### src/hw/rtl/mpva_pkg.sv
`timescale 1ns / 1ps
// ----------------------------------------------------------------------------
// mpva_pkg
// Shared types and constants for the MIDI parser and voice allocator.
// ----------------------------------------------------------------------------
package mpva_pkg;

    localparam int VOICE_COUNT_DEF = 16;

    localparam int MIDI_W     = 8;
    localparam int DATA7_W    = 7;
    localparam int KIND_W     = 3;
    localparam int SLOT_W     = 4;
    localparam int MASK_W     = 16;
    localparam int PSLOT_W    = 4;
    localparam int VALUE_W    = 14;
    localparam int OUT_DATA_W = 48;

    // Status byte high nibbles
    localparam logic [3:0] STATUS_NOTE_OFF = 4'h8;
    localparam logic [3:0] STATUS_NOTE_ON  = 4'h9;
    localparam logic [3:0] STATUS_CTRL     = 4'hB;
    localparam logic [3:0] STATUS_BEND     = 4'hE;

    typedef enum logic [2:0] {
        CMD_NONE = 3'd0,
        CMD_OFF  = 3'd1,
        CMD_ON   = 3'd2,
        CMD_CTRL = 3'd3,
        CMD_BEND = 3'd4
    } cmd_t;

    typedef enum logic [2:0] {
        KIND_NONE    = 3'd0,
        KIND_START   = 3'd1,
        KIND_DROP    = 3'd2,
        KIND_RELEASE = 3'd3,
        KIND_CTRL    = 3'd4,
        KIND_BEND    = 3'd5
    } kind_t;

    localparam int CTRL_COUNT = 12;
    localparam logic [6:0] CTRL_NUMBERS [CTRL_COUNT] = '{
        7'd1, 7'd3, 7'd9, 7'd14, 7'd16, 7'd17, 7'd18, 7'd19, 7'd20, 7'd21, 7'd22, 7'd23
    };

    typedef struct packed {
        logic                 hit;
        logic [PSLOT_W-1:0]   slot;
    } ctrl_hit_t;

    // Controller number to parameter slot
    function automatic ctrl_hit_t ctrl_lookup(input logic [DATA7_W-1:0] num);
        ctrl_hit_t r;
        r.hit  = 1'b0;
        r.slot = '0;
        for (int k = 0; k < CTRL_COUNT; k++)
        begin
            if (CTRL_NUMBERS[k] == num)
            begin
                r.hit  = 1'b1;
                r.slot = PSLOT_W'(k);
            end
        end
        return r;
    endfunction

endpackage

### src/hw/rtl/midi_parser_voice_allocator.sv
`timescale 1ns / 1ps
// ----------------------------------------------------------------------------
// midi_parser_voice_allocator
// MIDI byte parser with a polyphonic voice allocator: one result beat per
// input byte.
// ----------------------------------------------------------------------------
//
// Channel   Dir  Fields (tdata / tuser, low bit first)
// --------  ---  -----------------------------------------------------------
// s_axis    in   tdata: midi_byte[7:0]
// m_axis    out  tdata: voice_slot[3:0], release_mask[19:4], note_number[26:20],
//                       param_slot[30:27], event_value[44:31], zero pad [47:45]
//                tuser: event_kind[2:0]
//
// Sequencing: a status byte, a first data byte, a control change or a pitch
// bend goes from the idle state straight to the done state (accept, then
// result). A note on walks the voice flags one voice per cycle until it finds
// a free one, and drops the note when every voice is busy. A release walks the
// note RAM one voice per cycle through its registered read port. The single
// per-voice compare sets this pace.
// Reset: rst_n clears the parser state and all voice flags; the note RAM is
// not cleared (a note is only read for an active voice).
// Stalls: the result sits in an output register, so the next byte is taken
// while it waits; a later result waits in the done state until it drains.
// ----------------------------------------------------------------------------
module midi_parser_voice_allocator #(
    parameter int VOICE_COUNT = mpva_pkg::VOICE_COUNT_DEF
) (
    input  logic                              clk,
    input  logic                              rst_n,
    input  logic                              s_axis_tvalid,
    output logic                              s_axis_tready,
    input  logic [mpva_pkg::MIDI_W-1:0]       s_axis_tdata,   // midi_byte[7:0]
    output logic                              m_axis_tvalid,
    input  logic                              m_axis_tready,
    output logic [mpva_pkg::OUT_DATA_W-1:0]   m_axis_tdata,   // slot, mask, note, pslot, value
    output logic [mpva_pkg::KIND_W-1:0]       m_axis_tuser    // event_kind[2:0]
);

    localparam int IDX_W = (VOICE_COUNT > 1) ? $clog2(VOICE_COUNT) : 1;
    localparam int CNT_W = $clog2(VOICE_COUNT + 1);
    localparam int PAD_W = mpva_pkg::OUT_DATA_W - mpva_pkg::SLOT_W - mpva_pkg::MASK_W
                         - mpva_pkg::DATA7_W - mpva_pkg::PSLOT_W - mpva_pkg::VALUE_W;

    typedef enum logic [3:0] {
        ST_IDLE    = 4'b0001,
        ST_ALLOC   = 4'b0010,
        ST_RELEASE = 4'b0100,
        ST_DONE    = 4'b1000
    } state_t;

    state_t state_reg, state_next;

    // Parser state
    mpva_pkg::cmd_t                  cmd_reg, cmd_next;
    logic                            have_first_reg, have_first_next;
    logic [mpva_pkg::DATA7_W-1:0]    first_reg, first_next;

    // Voice flags and scan
    logic [VOICE_COUNT-1:0]          active_reg, active_next;
    logic [CNT_W-1:0]                cnt_reg, cnt_next;
    logic                            pend_vld_reg, pend_vld_next;
    logic [IDX_W-1:0]                pend_idx_reg, pend_idx_next;

    // Result being built
    mpva_pkg::kind_t                 res_kind_reg, res_kind_next;
    logic [mpva_pkg::SLOT_W-1:0]     res_slot_reg, res_slot_next;
    logic [mpva_pkg::MASK_W-1:0]     res_mask_reg, res_mask_next;
    logic [mpva_pkg::DATA7_W-1:0]    res_note_reg, res_note_next;
    logic [mpva_pkg::PSLOT_W-1:0]    res_pslot_reg, res_pslot_next;
    logic [mpva_pkg::VALUE_W-1:0]    res_value_reg, res_value_next;

    // Output register
    logic                            out_vld_reg, out_vld_next;
    mpva_pkg::kind_t                 out_kind_reg;
    logic [mpva_pkg::SLOT_W-1:0]     out_slot_reg;
    logic [mpva_pkg::MASK_W-1:0]     out_mask_reg;
    logic [mpva_pkg::DATA7_W-1:0]    out_note_reg;
    logic [mpva_pkg::PSLOT_W-1:0]    out_pslot_reg;
    logic [mpva_pkg::VALUE_W-1:0]    out_value_reg;
    logic                            out_load;

    // Note RAM
    logic                            ram_we;
    logic [IDX_W-1:0]                ram_waddr;
    logic [IDX_W-1:0]                scan_idx;
    logic [mpva_pkg::DATA7_W-1:0]    ram_rdata;

    logic                            in_fire;
    logic [mpva_pkg::DATA7_W-1:0]    data7;
    mpva_pkg::ctrl_hit_t             ctrl_hit;

    assign scan_idx = cnt_reg[IDX_W-1:0];
    assign in_fire  = s_axis_tvalid && s_axis_tready;
    assign data7    = s_axis_tdata[mpva_pkg::DATA7_W-1:0];
    assign ctrl_hit = mpva_pkg::ctrl_lookup(first_reg);
    assign out_load = (state_reg == ST_DONE) && (!out_vld_reg || m_axis_tready);

    mpva_ram #(
        .DATA_W (mpva_pkg::DATA7_W),
        .DEPTH  (VOICE_COUNT)
    ) u_note_ram (
        .clk    (clk),
        .we     (ram_we),
        .waddr  (ram_waddr),
        .wdata  (first_reg),
        .raddr  (scan_idx),
        .rdata  (ram_rdata)
    );

    always_comb
    begin
        state_next      = state_reg;
        cmd_next        = cmd_reg;
        have_first_next = have_first_reg;
        first_next      = first_reg;
        active_next     = active_reg;
        cnt_next        = cnt_reg;
        pend_vld_next   = 1'b0;
        pend_idx_next   = pend_idx_reg;
        res_kind_next   = res_kind_reg;
        res_slot_next   = res_slot_reg;
        res_mask_next   = res_mask_reg;
        res_note_next   = res_note_reg;
        res_pslot_next  = res_pslot_reg;
        res_value_next  = res_value_reg;
        ram_we          = 1'b0;
        ram_waddr       = scan_idx;

        case (state_reg)
            ST_IDLE:
            begin
                if (in_fire)
                begin
                    res_kind_next  = mpva_pkg::KIND_NONE;
                    res_slot_next  = '0;
                    res_mask_next  = '0;
                    res_note_next  = '0;
                    res_pslot_next = '0;
                    res_value_next = '0;
                    cnt_next       = '0;
                    state_next     = ST_DONE;
                    if (s_axis_tdata[mpva_pkg::MIDI_W-1])
                    begin
                        // Status byte: unknown ones leave the parser state alone
                        case (s_axis_tdata[7:4])
                            mpva_pkg::STATUS_NOTE_OFF:
                            begin
                                cmd_next        = mpva_pkg::CMD_OFF;
                                have_first_next = 1'b0;
                            end
                            mpva_pkg::STATUS_NOTE_ON:
                            begin
                                cmd_next        = mpva_pkg::CMD_ON;
                                have_first_next = 1'b0;
                            end
                            mpva_pkg::STATUS_CTRL:
                            begin
                                cmd_next        = mpva_pkg::CMD_CTRL;
                                have_first_next = 1'b0;
                            end
                            mpva_pkg::STATUS_BEND:
                            begin
                                cmd_next        = mpva_pkg::CMD_BEND;
                                have_first_next = 1'b0;
                            end
                            default:
                            begin
                                cmd_next = cmd_reg;
                            end
                        endcase
                    end
                    else if (cmd_reg != mpva_pkg::CMD_NONE)
                    begin
                        if (!have_first_reg)
                        begin
                            first_next      = data7;
                            have_first_next = 1'b1;
                        end
                        else
                        begin
                            have_first_next = 1'b0;
                            case (cmd_reg)
                                mpva_pkg::CMD_ON,
                                mpva_pkg::CMD_OFF:
                                begin
                                    res_note_next = first_reg;
                                    if (cmd_reg == mpva_pkg::CMD_ON && data7 != '0)
                                    begin
                                        state_next = ST_ALLOC;
                                    end
                                    else
                                    begin
                                        res_kind_next = mpva_pkg::KIND_RELEASE;
                                        state_next    = ST_RELEASE;
                                    end
                                end
                                mpva_pkg::CMD_CTRL:
                                begin
                                    if (ctrl_hit.hit)
                                    begin
                                        res_kind_next  = mpva_pkg::KIND_CTRL;
                                        res_pslot_next = ctrl_hit.slot;
                                        res_value_next = mpva_pkg::VALUE_W'(data7);
                                    end
                                end
                                mpva_pkg::CMD_BEND:
                                begin
                                    res_kind_next  = mpva_pkg::KIND_BEND;
                                    res_value_next = {data7, first_reg};
                                end
                                default:
                                begin
                                    res_kind_next = mpva_pkg::KIND_NONE;
                                end
                            endcase
                        end
                    end
                end
            end

            ST_ALLOC:
            begin
                // one voice flag checked per cycle, lowest index first
                if (cnt_reg == CNT_W'(VOICE_COUNT))
                begin
                    res_kind_next = mpva_pkg::KIND_DROP;
                    state_next    = ST_DONE;
                end
                else if (!active_reg[scan_idx])
                begin
                    active_next[scan_idx] = 1'b1;
                    ram_we                = 1'b1;
                    res_kind_next         = mpva_pkg::KIND_START;
                    res_slot_next         = mpva_pkg::SLOT_W'(scan_idx);
                    state_next            = ST_DONE;
                end
                else
                begin
                    cnt_next = cnt_reg + 1'b1;
                end
            end

            ST_RELEASE:
            begin
                // read issued for cnt, compare on the voice read last cycle
                if (pend_vld_reg && active_reg[pend_idx_reg] && ram_rdata == first_reg)
                begin
                    active_next[pend_idx_reg] = 1'b0;
                    for (int k = 0; k < mpva_pkg::MASK_W; k++)
                    begin
                        if (k < VOICE_COUNT && int'(pend_idx_reg) == k)
                        begin
                            res_mask_next[k] = 1'b1;
                        end
                    end
                end
                if (cnt_reg == CNT_W'(VOICE_COUNT))
                begin
                    state_next = ST_DONE;
                end
                else
                begin
                    pend_vld_next = 1'b1;
                    pend_idx_next = scan_idx;
                    cnt_next      = cnt_reg + 1'b1;
                end
            end

            ST_DONE:
            begin
                if (out_load)
                begin
                    state_next = ST_IDLE;
                end
            end

            default:
            begin
                state_next = ST_IDLE;
            end
        endcase
    end

    always_comb
    begin
        out_vld_next = out_vld_reg;
        if (out_load)
        begin
            out_vld_next = 1'b1;
        end
        else if (m_axis_tready)
        begin
            out_vld_next = 1'b0;
        end
    end

    always_ff @(posedge clk or negedge rst_n)
    begin
        if (!rst_n)
        begin
            state_reg      <= ST_IDLE;
            cmd_reg        <= mpva_pkg::CMD_NONE;
            have_first_reg <= 1'b0;
            first_reg      <= '0;
            active_reg     <= '0;
            cnt_reg        <= '0;
            pend_vld_reg   <= 1'b0;
            out_vld_reg    <= 1'b0;
        end
        else
        begin
            state_reg      <= state_next;
            cmd_reg        <= cmd_next;
            have_first_reg <= have_first_next;
            first_reg      <= first_next;
            active_reg     <= active_next;
            cnt_reg        <= cnt_next;
            pend_vld_reg   <= pend_vld_next;
            out_vld_reg    <= out_vld_next;
        end
    end

    always_ff @(posedge clk)
    begin
        pend_idx_reg   <= pend_idx_next;
        res_kind_reg   <= res_kind_next;
        res_slot_reg   <= res_slot_next;
        res_mask_reg   <= res_mask_next;
        res_note_reg   <= res_note_next;
        res_pslot_reg  <= res_pslot_next;
        res_value_reg  <= res_value_next;
        if (out_load)
        begin
            out_kind_reg  <= res_kind_reg;
            out_slot_reg  <= res_slot_reg;
            out_mask_reg  <= res_mask_reg;
            out_note_reg  <= res_note_reg;
            out_pslot_reg <= res_pslot_reg;
            out_value_reg <= res_value_reg;
        end
    end

    assign s_axis_tready = (state_reg == ST_IDLE);
    assign m_axis_tvalid = out_vld_reg;
    assign m_axis_tuser  = out_kind_reg;
    assign m_axis_tdata  = {{PAD_W{1'b0}}, out_value_reg, out_pslot_reg, out_note_reg,
                            out_mask_reg, out_slot_reg};

    // ------------------------------------------------------------------------
    // Assertions
    // ------------------------------------------------------------------------
    a_accept_leaves_idle: assert property (@(posedge clk) disable iff (!rst_n)
        in_fire |=> state_reg != ST_IDLE)
        else $error("byte accepted but sequencer stayed idle");

    a_scan_bound: assert property (@(posedge clk) disable iff (!rst_n)
        (state_reg == ST_ALLOC || state_reg == ST_RELEASE) |-> cnt_reg <= CNT_W'(VOICE_COUNT))
        else $error("voice scan counter ran past the voice count");

    a_kind_range: assert property (@(posedge clk) disable iff (!rst_n)
        m_axis_tvalid |-> m_axis_tuser <= mpva_pkg::KIND_BEND)
        else $error("event kind out of range");

    a_mask_only_release: assert property (@(posedge clk) disable iff (!rst_n)
        (m_axis_tvalid && m_axis_tuser != mpva_pkg::KIND_RELEASE)
        |-> m_axis_tdata[19:4] == '0)
        else $error("release mask set on a non-release event");

endmodule

### src/hw/rtl/mpva_ram.sv
`timescale 1ns / 1ps
// ----------------------------------------------------------------------------
// mpva_ram
// Simple dual-port RAM, one write port, one read port with registered data.
// ----------------------------------------------------------------------------
module mpva_ram #(
    parameter int DATA_W = 7,
    parameter int DEPTH  = 16,
    localparam int ADDR_W = (DEPTH > 1) ? $clog2(DEPTH) : 1
) (
    input  logic              clk,
    input  logic              we,
    input  logic [ADDR_W-1:0] waddr,
    input  logic [DATA_W-1:0] wdata,
    input  logic [ADDR_W-1:0] raddr,
    output logic [DATA_W-1:0] rdata
);

    logic [DATA_W-1:0] mem [DEPTH];
    logic [DATA_W-1:0] rdata_reg;

    always_ff @(posedge clk)
    begin
        if (we)
        begin
            mem[waddr] <= wdata;
        end
        rdata_reg <= mem[raddr];
    end

    assign rdata = rdata_reg;

endmodule
### config.mk
export PLATFORM = sky130hd
export DESIGN_NAME = midi_parser_voice_allocator
export DESIGN_NICKNAME = d
export VERILOG_FILES = /design/src/hw/rtl/mpva_pkg.sv /design/src/hw/rtl/midi_parser_voice_allocator.sv /design/src/hw/rtl/mpva_ram.sv
export SDC_FILE = /design/constraint.sdc
export NUM_CORES = 1
export LEC_CHECK = 0
export BUFFER_PORTS_ARGS = -buffer_cell sky130_fd_sc_hd__clkbuf_2
export CAP_MARGIN = 10
export CORE_ASPECT_RATIO = 1.75
export CORE_MARGIN = 4
export CORE_UTILIZATION = 60
export CTS_CLUSTER_SIZE = 20
export DETAILED_ROUTE_END_ITERATION = 7
export PLACE_DENSITY = 0.79
export RECOVER_POWER = 50
export SLEW_MARGIN = 20
export SYNTH_ARGS = -nofsm -noshare
export SYNTH_HDL_FRONTEND = slang
export SYNTH_SLANG_ARGS = --single-unit
### constraint.sdc
create_clock -name clk -period 4.7 [get_ports clk]
set_clock_uncertainty 0.2 [all_clocks]
set_input_delay 0.47 -clock clk [delete_from_list [all_inputs] [get_ports clk]]
set_output_delay 0.47 -clock clk [all_outputs]
set_load 0.01 [all_outputs]
# --- Word-level counts from Yosys, hierarchy flattened ---
# Memory sizes are Yosys's and may differ from the RTL's. A register that Yosys moved wholly into a read port is not among the register bits.
# Index checks and enable logic that the tools add are counted.
word_totals:
  word_cells: 260
  ram_bits: 112
  out_inout_bits: 53
  memories: 1
  register_bits: 138
  input_bits: 12
mem_list:
  columns: ["memory", "depth", "width", "rd", "rd_ports_with_merged_regs", "write_ports", "line", "text"]
  rows:
  - ["u_note_ram.mem", 16, 7, 1, 1, 1, "mpva_ram.sv:19", "logic [DATA_W-1:0] mem [DEPTH];"]
classes:
  n_eq_ne: 67
  addsub: 1
  bitwise_logic: 10
  mux: 89
  n_lt_le_gt_ge: 4
  reduce_logical: 51
ops:
  columns: ["cell", "count"]
  rows:
  - ["AND reduction 4 bit", 21]
  - ["two-way mux 16 bit", 5]
  - ["two-way mux 5 bit", 16]
  - ["one-hot mux 16 bit (2 select lines)", 2]
  - ["== test 5 x 7 -> 1 bit, first input constant", 8]
  - ["== test 4 bit, second input constant", 13]
  - ["two-way mux 4 bit", 12]
  - ["!= test 2 bit, second input constant", 24]
  - ["two-way mux 1 bit", 33]
  - ["one-hot mux 14 bit (2 select lines)", 1]
  - ["two-way mux 3 bit", 8]
  - ["== test 4 x 3 -> 1 bit, second input constant", 5]
  - ["bitwise AND 16 bit", 1]
  - ["inverter 16 bit", 1]
  - ["OR 16 bit", 1]
  - ["one-hot mux 4 bit (4 select lines)", 1]
  - ["one-hot mux 5 bit (3 select lines)", 1]
  - ["== test 4 x 7 -> 1 bit, first input constant", 2]
  - ["== test 4 x 2 -> 1 bit, second input constant", 3]
  - ["one-hot mux 3 bit (4 select lines)", 1]
  - ["less-than comparator 4 x 5 -> 1 bit, second input constant", 2]
  - ["AND reduction 5 bit", 2]
  - ["nonzero test 2 bit", 5]
  - ["one-hot mux 3 bit (3 select lines)", 1]
  - ["other kinds (33)", 53]

# --- Depth between registers and ports, before layout ---
logic_depth:
  ltp_word: 20
  mapped_depth: 10
  mapped_depth_nobuf: 8

# --- Cells and area by module ---
# From an unflattened synthesis, not the netlist that was laid out.
unflattened:
  hier_cells: 654
  hier_area_um2: 10568.9
modules_own_cells:
  columns: ["module", "n_inst", "area_each_um2", "seq_area_each_um2", "cells_each"]
  rows:
  - ["midi_parser_voice_allocator", 1, 6038.3, 3955.0, 451]
  - ["mpva_ram", 1, 4530.6, 3503.4, 203]

# --- Worst setup path before layout ---
# Ideal clock, no wire load.
synth_timing:
  path_type: "reg-to-reg"
  startpoint: "register state_reg[1]"
  endpoint: "register out_kind_reg[0] (netlist: m_axis_tuser[0]) (enable)"
  setup_ps: 459
  required_ps: 4041
  path_buffers: 0
  slack_ps: 797
  t_arrival_ps: 3244
  period_less_slack_ps: 3903
  stages_incl_launch_ff: 3
  cell_sequence: "dfrtp_1 -> or4b_2 -> nor2b_1"
synth_between:
  elab_chain_cells: 2
synth_rtl:
  columns: ["element", "line", "text"]
  rows:
  - ["from (decl)", "midi_parser_voice_allocator.sv:52", "state_t state_reg, state_next;"]
  - ["from (signal assigned)", "midi_parser_voice_allocator.sv:313", "state_reg <= state_next;"]
  - ["== test 4 bit", "midi_parser_voice_allocator.sv:97", "assign out_load = (state_reg == ST_DONE) && (!out_vld_reg || m_axis_tready);"]
  - ["logical AND 1 bit", "midi_parser_voice_allocator.sv:97", null]
  - ["net out_load", "midi_parser_voice_allocator.sv:81", "logic out_load;"]
  - ["to (signal assigned)", "midi_parser_voice_allocator.sv:335", "out_kind_reg <= res_kind_reg;"]
  - ["to (decl)", "midi_parser_voice_allocator.sv:75", "mpva_pkg::kind_t out_kind_reg;"]
# The timed path passes the listed nets, and every way through them passes these cells.
# A chain may end at the register's enable or synchronous reset.

# --- Final worst setup path ---
layout_timing:
  startpoint: "register cnt_reg[0]"
  endpoint: "memory u_note_ram.mem[3][0] (enable)"
layout_between:
  elab_chain_cells: 7
  word_cells_on_any_way: 8
  classes_between: "1 x eq/ne; 7 x mux"
layout_rtl:
  columns: ["element", "line", "text"]
  rows:
  - ["from (decl)", "midi_parser_voice_allocator.sv:61", "logic [CNT_W-1:0] cnt_reg, cnt_next;"]
  - ["from (signal assigned)", "midi_parser_voice_allocator.sv:318", "cnt_reg <= cnt_next;"]
  - ["binary-select mux 1 bit (select 4 bit)", "midi_parser_voice_allocator.sv:230", "else if (!active_reg[scan_idx])"]
  - ["two-way mux 1 bit (implied by the code)", "midi_parser_voice_allocator.sv:230", null]
  - ["two-way mux 1 bit", "midi_parser_voice_allocator.sv:230", null]
  - ["two-way mux 1 bit", "midi_parser_voice_allocator.sv:225", "if (cnt_reg == CNT_W'(VOICE_COUNT))"]
  - ["two-way mux 1 bit", "midi_parser_voice_allocator.sv:130", "case (state_reg)"]
  - ["two-way mux 1 bit", "mpva_ram.sv:24", "if (we)"]
  - ["two-way mux 1 bit (implied by the code)", "mpva_ram.sv:26", "mem[waddr] <= wdata;"]
  - ["to (decl)", "mpva_ram.sv:19", null]
# Several ways; a longest one is shown, not always the timed one. The select of a mux whose other input is x is not followed.

==> run_results.csv <==
group,metric,value,unit
detailed_routing,wl,21300,microns
place,place_area,10900,sq um
layout,largest_reg_flops,112,
worst_setup_path,required,4.63,ns
detailed_routing,viasPerCell,6.16,
timing,hold_viol,0,
logic_synthesis,ys_types,62,
logic_synthesis,synth-edff-count,212,
worst_setup_path,crit_type,"register to register",
timing,fin_crit_sh,75.7,%
logic_synthesis,synth_area_leaders,"edfxtp_1, dfrtp_1, mux4_2, and2_1, dfxtp_1",
worst_setup_path,startpoint_type,"register",
layout,top_register,"u_note_ram.mem",
cts,htreeDepth,1,
run_status,violations,"capacitance limit, slew limit",
layout,fin_nets,703,
min_path,hp-class,"primary input to register",
detailed_routing,wl_per_cell,22.9,microns
min_path,whs_path_depth,2,
detailed_routing,route.detailed.drc,0,
worst_setup_path,cp-end-kind,"register",
power,p_per_area,513,nW/um^2
timing,setup_violations,0,
layout,syn_to_final_growth,12.4,%
timing,timing.fmax,281,MHz
cts,cts_sinks,257,
logic_synthesis,ys_warn_count,0,
run_status,status,"complete, but fails checks",
layout,drive_above_1_share,16.8,%
floorplan,core,16900,sq um
power,ir_drop,0.372,mV
floorplan,die_height,182,microns
grt,grt_pass1_vias,5733,
worst_setup_path,critical_path.max_stage_delay,0.87,ns
layout,fillers,1107,
cts,clkTransAtPathRegs,0.07,ns
grt,grt_max_degree,49,
grt,gr-total-overflow,0,
cts,clock_path_buffers,3,
cts,cts_tree,"done",
logic_synthesis,synthFlopType,"edfxtp_1",
timing,slew_headroom,-49.3,%
worst_setup_path,cp.arrival,3.49,ns
logic_synthesis,synth_top_area_share,61.5,%
cts,root_buffer,"clkbuf_16",
detailed_routing,ant_nets,0,
worst_setup_path,ff2ff_path_depth,7,
logic_synthesis,netlist_area,10400,sq um
logic_synthesis,ys_seq_area_share,72.0,%
timing,drv_slew,39,
worst_setup_path,cp.buffers_inverters,1,
place,hpwl,14600,microns
worst_setup_path,path_cells,"inv_1 -> ha_1 -> nand4bb_1 -> nand2_1 -> and2b_1 -> nand3b_1 -> nor2_1",
grt,grt_antenna_before_repair,0,
worst_setup_path,slowest_stage,"dfrtp_1",
cts,cts_resized,0,
timing,grt_setup_unrepaired,"no",
grt,grt_first_pass_wirelength,32400,microns
logic_synthesis,yosys.area.top_type,"edfxtp_1",
cts,numCtsBuffers,22,
logic_synthesis,syn_inst,618,
detailed_routing,dr.pass1.iters,5,
logic_synthesis,synth_common_cells,"edfxtp_1, mux4_2, dfrtp_1, nor2_1, nand2_1",
cts,clock_latency,0.51,ns
timing,finalSetupTns,0,ns
worst_setup_path,cp_top_family,"simple AND/OR/NAND/NOR gates",
floorplan,rows,63,
layout,diodes,0,
layout,final_area,11600,sq um
timing,tightest_slew,2.24,ns
logic_synthesis,synth_async_sr_flop_share,14.8,%
place,portBuffers,61,
detailed_routing,drt_iter0_markers,421,
grt,grt_util_all_layers,22.1,%
worst_setup_path,cp.depth,7,
place,gp_congestion,0.940,
floorplan,chipWidth,107,microns
floorplan,start_util,61.1,%
floorplan,die_area,19500,sq um
timing,min_period,3.56,ns
detailed_routing,vias,5727,
power,power,5.96,mW
logic_synthesis,synth_seq_cells,257,
timing,fin_hold_ws,0.0413,ns
logic_synthesis,yosysMostFrequentCell,"edfxtp_1",
power,power.leakage,3.96,nW
worst_setup_path,path_max_fanout,15,
floorplan,pin_count,65,
flow_run,cap_violations,1,
logic_synthesis,synth.avg_cell_area,16.8,sq um
-- report_power, final --
part,switching [mW],internal (mW)
Clock,0.782,1.16
Combinational,0.605,0.268
Sequential,0.173,2.97
Total,1.56,4.40
-- per-layer routing --
layer	GRT usage, %	routed length [microns]	vias up
met3	2.99	1280	76
met1	25.2	7190	2836
li1	-	-	2538
met4	11.1	1270	0
met2	39.9	11600	277
met5	0	0	-
-- worst reg2reg max path, cell delays in order, from the launching register on --
cell	delay [ns]
dfrtp_1	0.87
inv_1	0.29
ha_1	0.36
nand4bb_1	0.22
nand2_1	0.17
and2b_1	0.32
nand3b_1	0.15
nor2_1	0.60
-- cell usage in the layout (no fill, tap or decap), types with 5 or more instances in the layout --
cell	n
nand2b_1	8
and2_0	11
mux2_4	7
a22oi_1	8
o22ai_1	5
inv_1	11
nand2_1	32
mux4_2	41
clkbuf_16	23
buf_4	6
nor2b_1	9
o22a_1	11
mux2i_1	5
dfrtp_1	37
clkbuf_1	58
o21ai_0	16
xnor2_1	9
dfxtp_1	7
edfxtp_1	212
nand3_1	8
a21oi_1	25
nor3_1	14
and2_1	13
nor2_1	33
clkbuf_2	11
-- per-stage QoR --
step           worst slack, ns  util (%)  std cells
2_1_floorplan            0.797         -        620
3_3_place_gp              1.69      64.3        888
3_5_place_dp              1.57      64.3        888
4_1_cts                   1.49      69.0        929
5_1_grt                  0.906      68.7        930
6_report                  1.14      68.7        930
-- what timing repair did --
item,4_1_cts,5_1_grt
setup endpoints to repair,0,0
hold endpoints to repair,37,0
buffers inserted,0,0
hold buffers,1,0
-- worst paths after layout --
| path | endpoint | slack, ns | startpoint |
|---|---|---|---|
| max | u_note_ram.mem[3][0] | 1.14 | cnt_reg[0] |
| min | have_first_reg | 0.04 | s_axis_tdata[7] |
| max reg2reg | u_note_ram.mem[3][0] | 1.14 | cnt_reg[0] |
| min reg2reg | out_value_reg[13] | 0.21 | res_value_reg[13] |
| max in group asynchronous | first_reg[5] | 2.04 | rst_n |
| min in group asynchronous | active_reg[2] | 0.97 | rst_n |
-- final cells by class --
| cell class | count | area, sq um | share of cell area, % |
|---|---|---|---|
| inverters | 13 | 50.0 | 0.430 |
| clock inverters | 12 | 169 | 1.45 |
| repair buffers | 75 | 348 | 2.99 |
| flip-flops and latches | 257 | 7460 | 64.1 |
| well taps | 227 | 284 | 2.44 |
| multi-input cells | 318 | 2700 | 23.2 |
| clock buffers | 28 | 624 | 5.37 |
-- kinds of logic (layout without fill, tap and decap cells) --
family,count (synthesis),after routing,share of synthesized area [%]
adders and majority gates,4,4,0.483
DFF,257,257,72.0
and+or+nand+nor,159,159,8.30
buffers and inverters,45,128,1.97
other,1,3,0.0362
xor gates and xnor gates,10,10,0.846
muxes,54,54,10.5
AOI/OAI and AO/OA,88,88,5.79
Note: power is estimated with default switching activity, not from simulation.
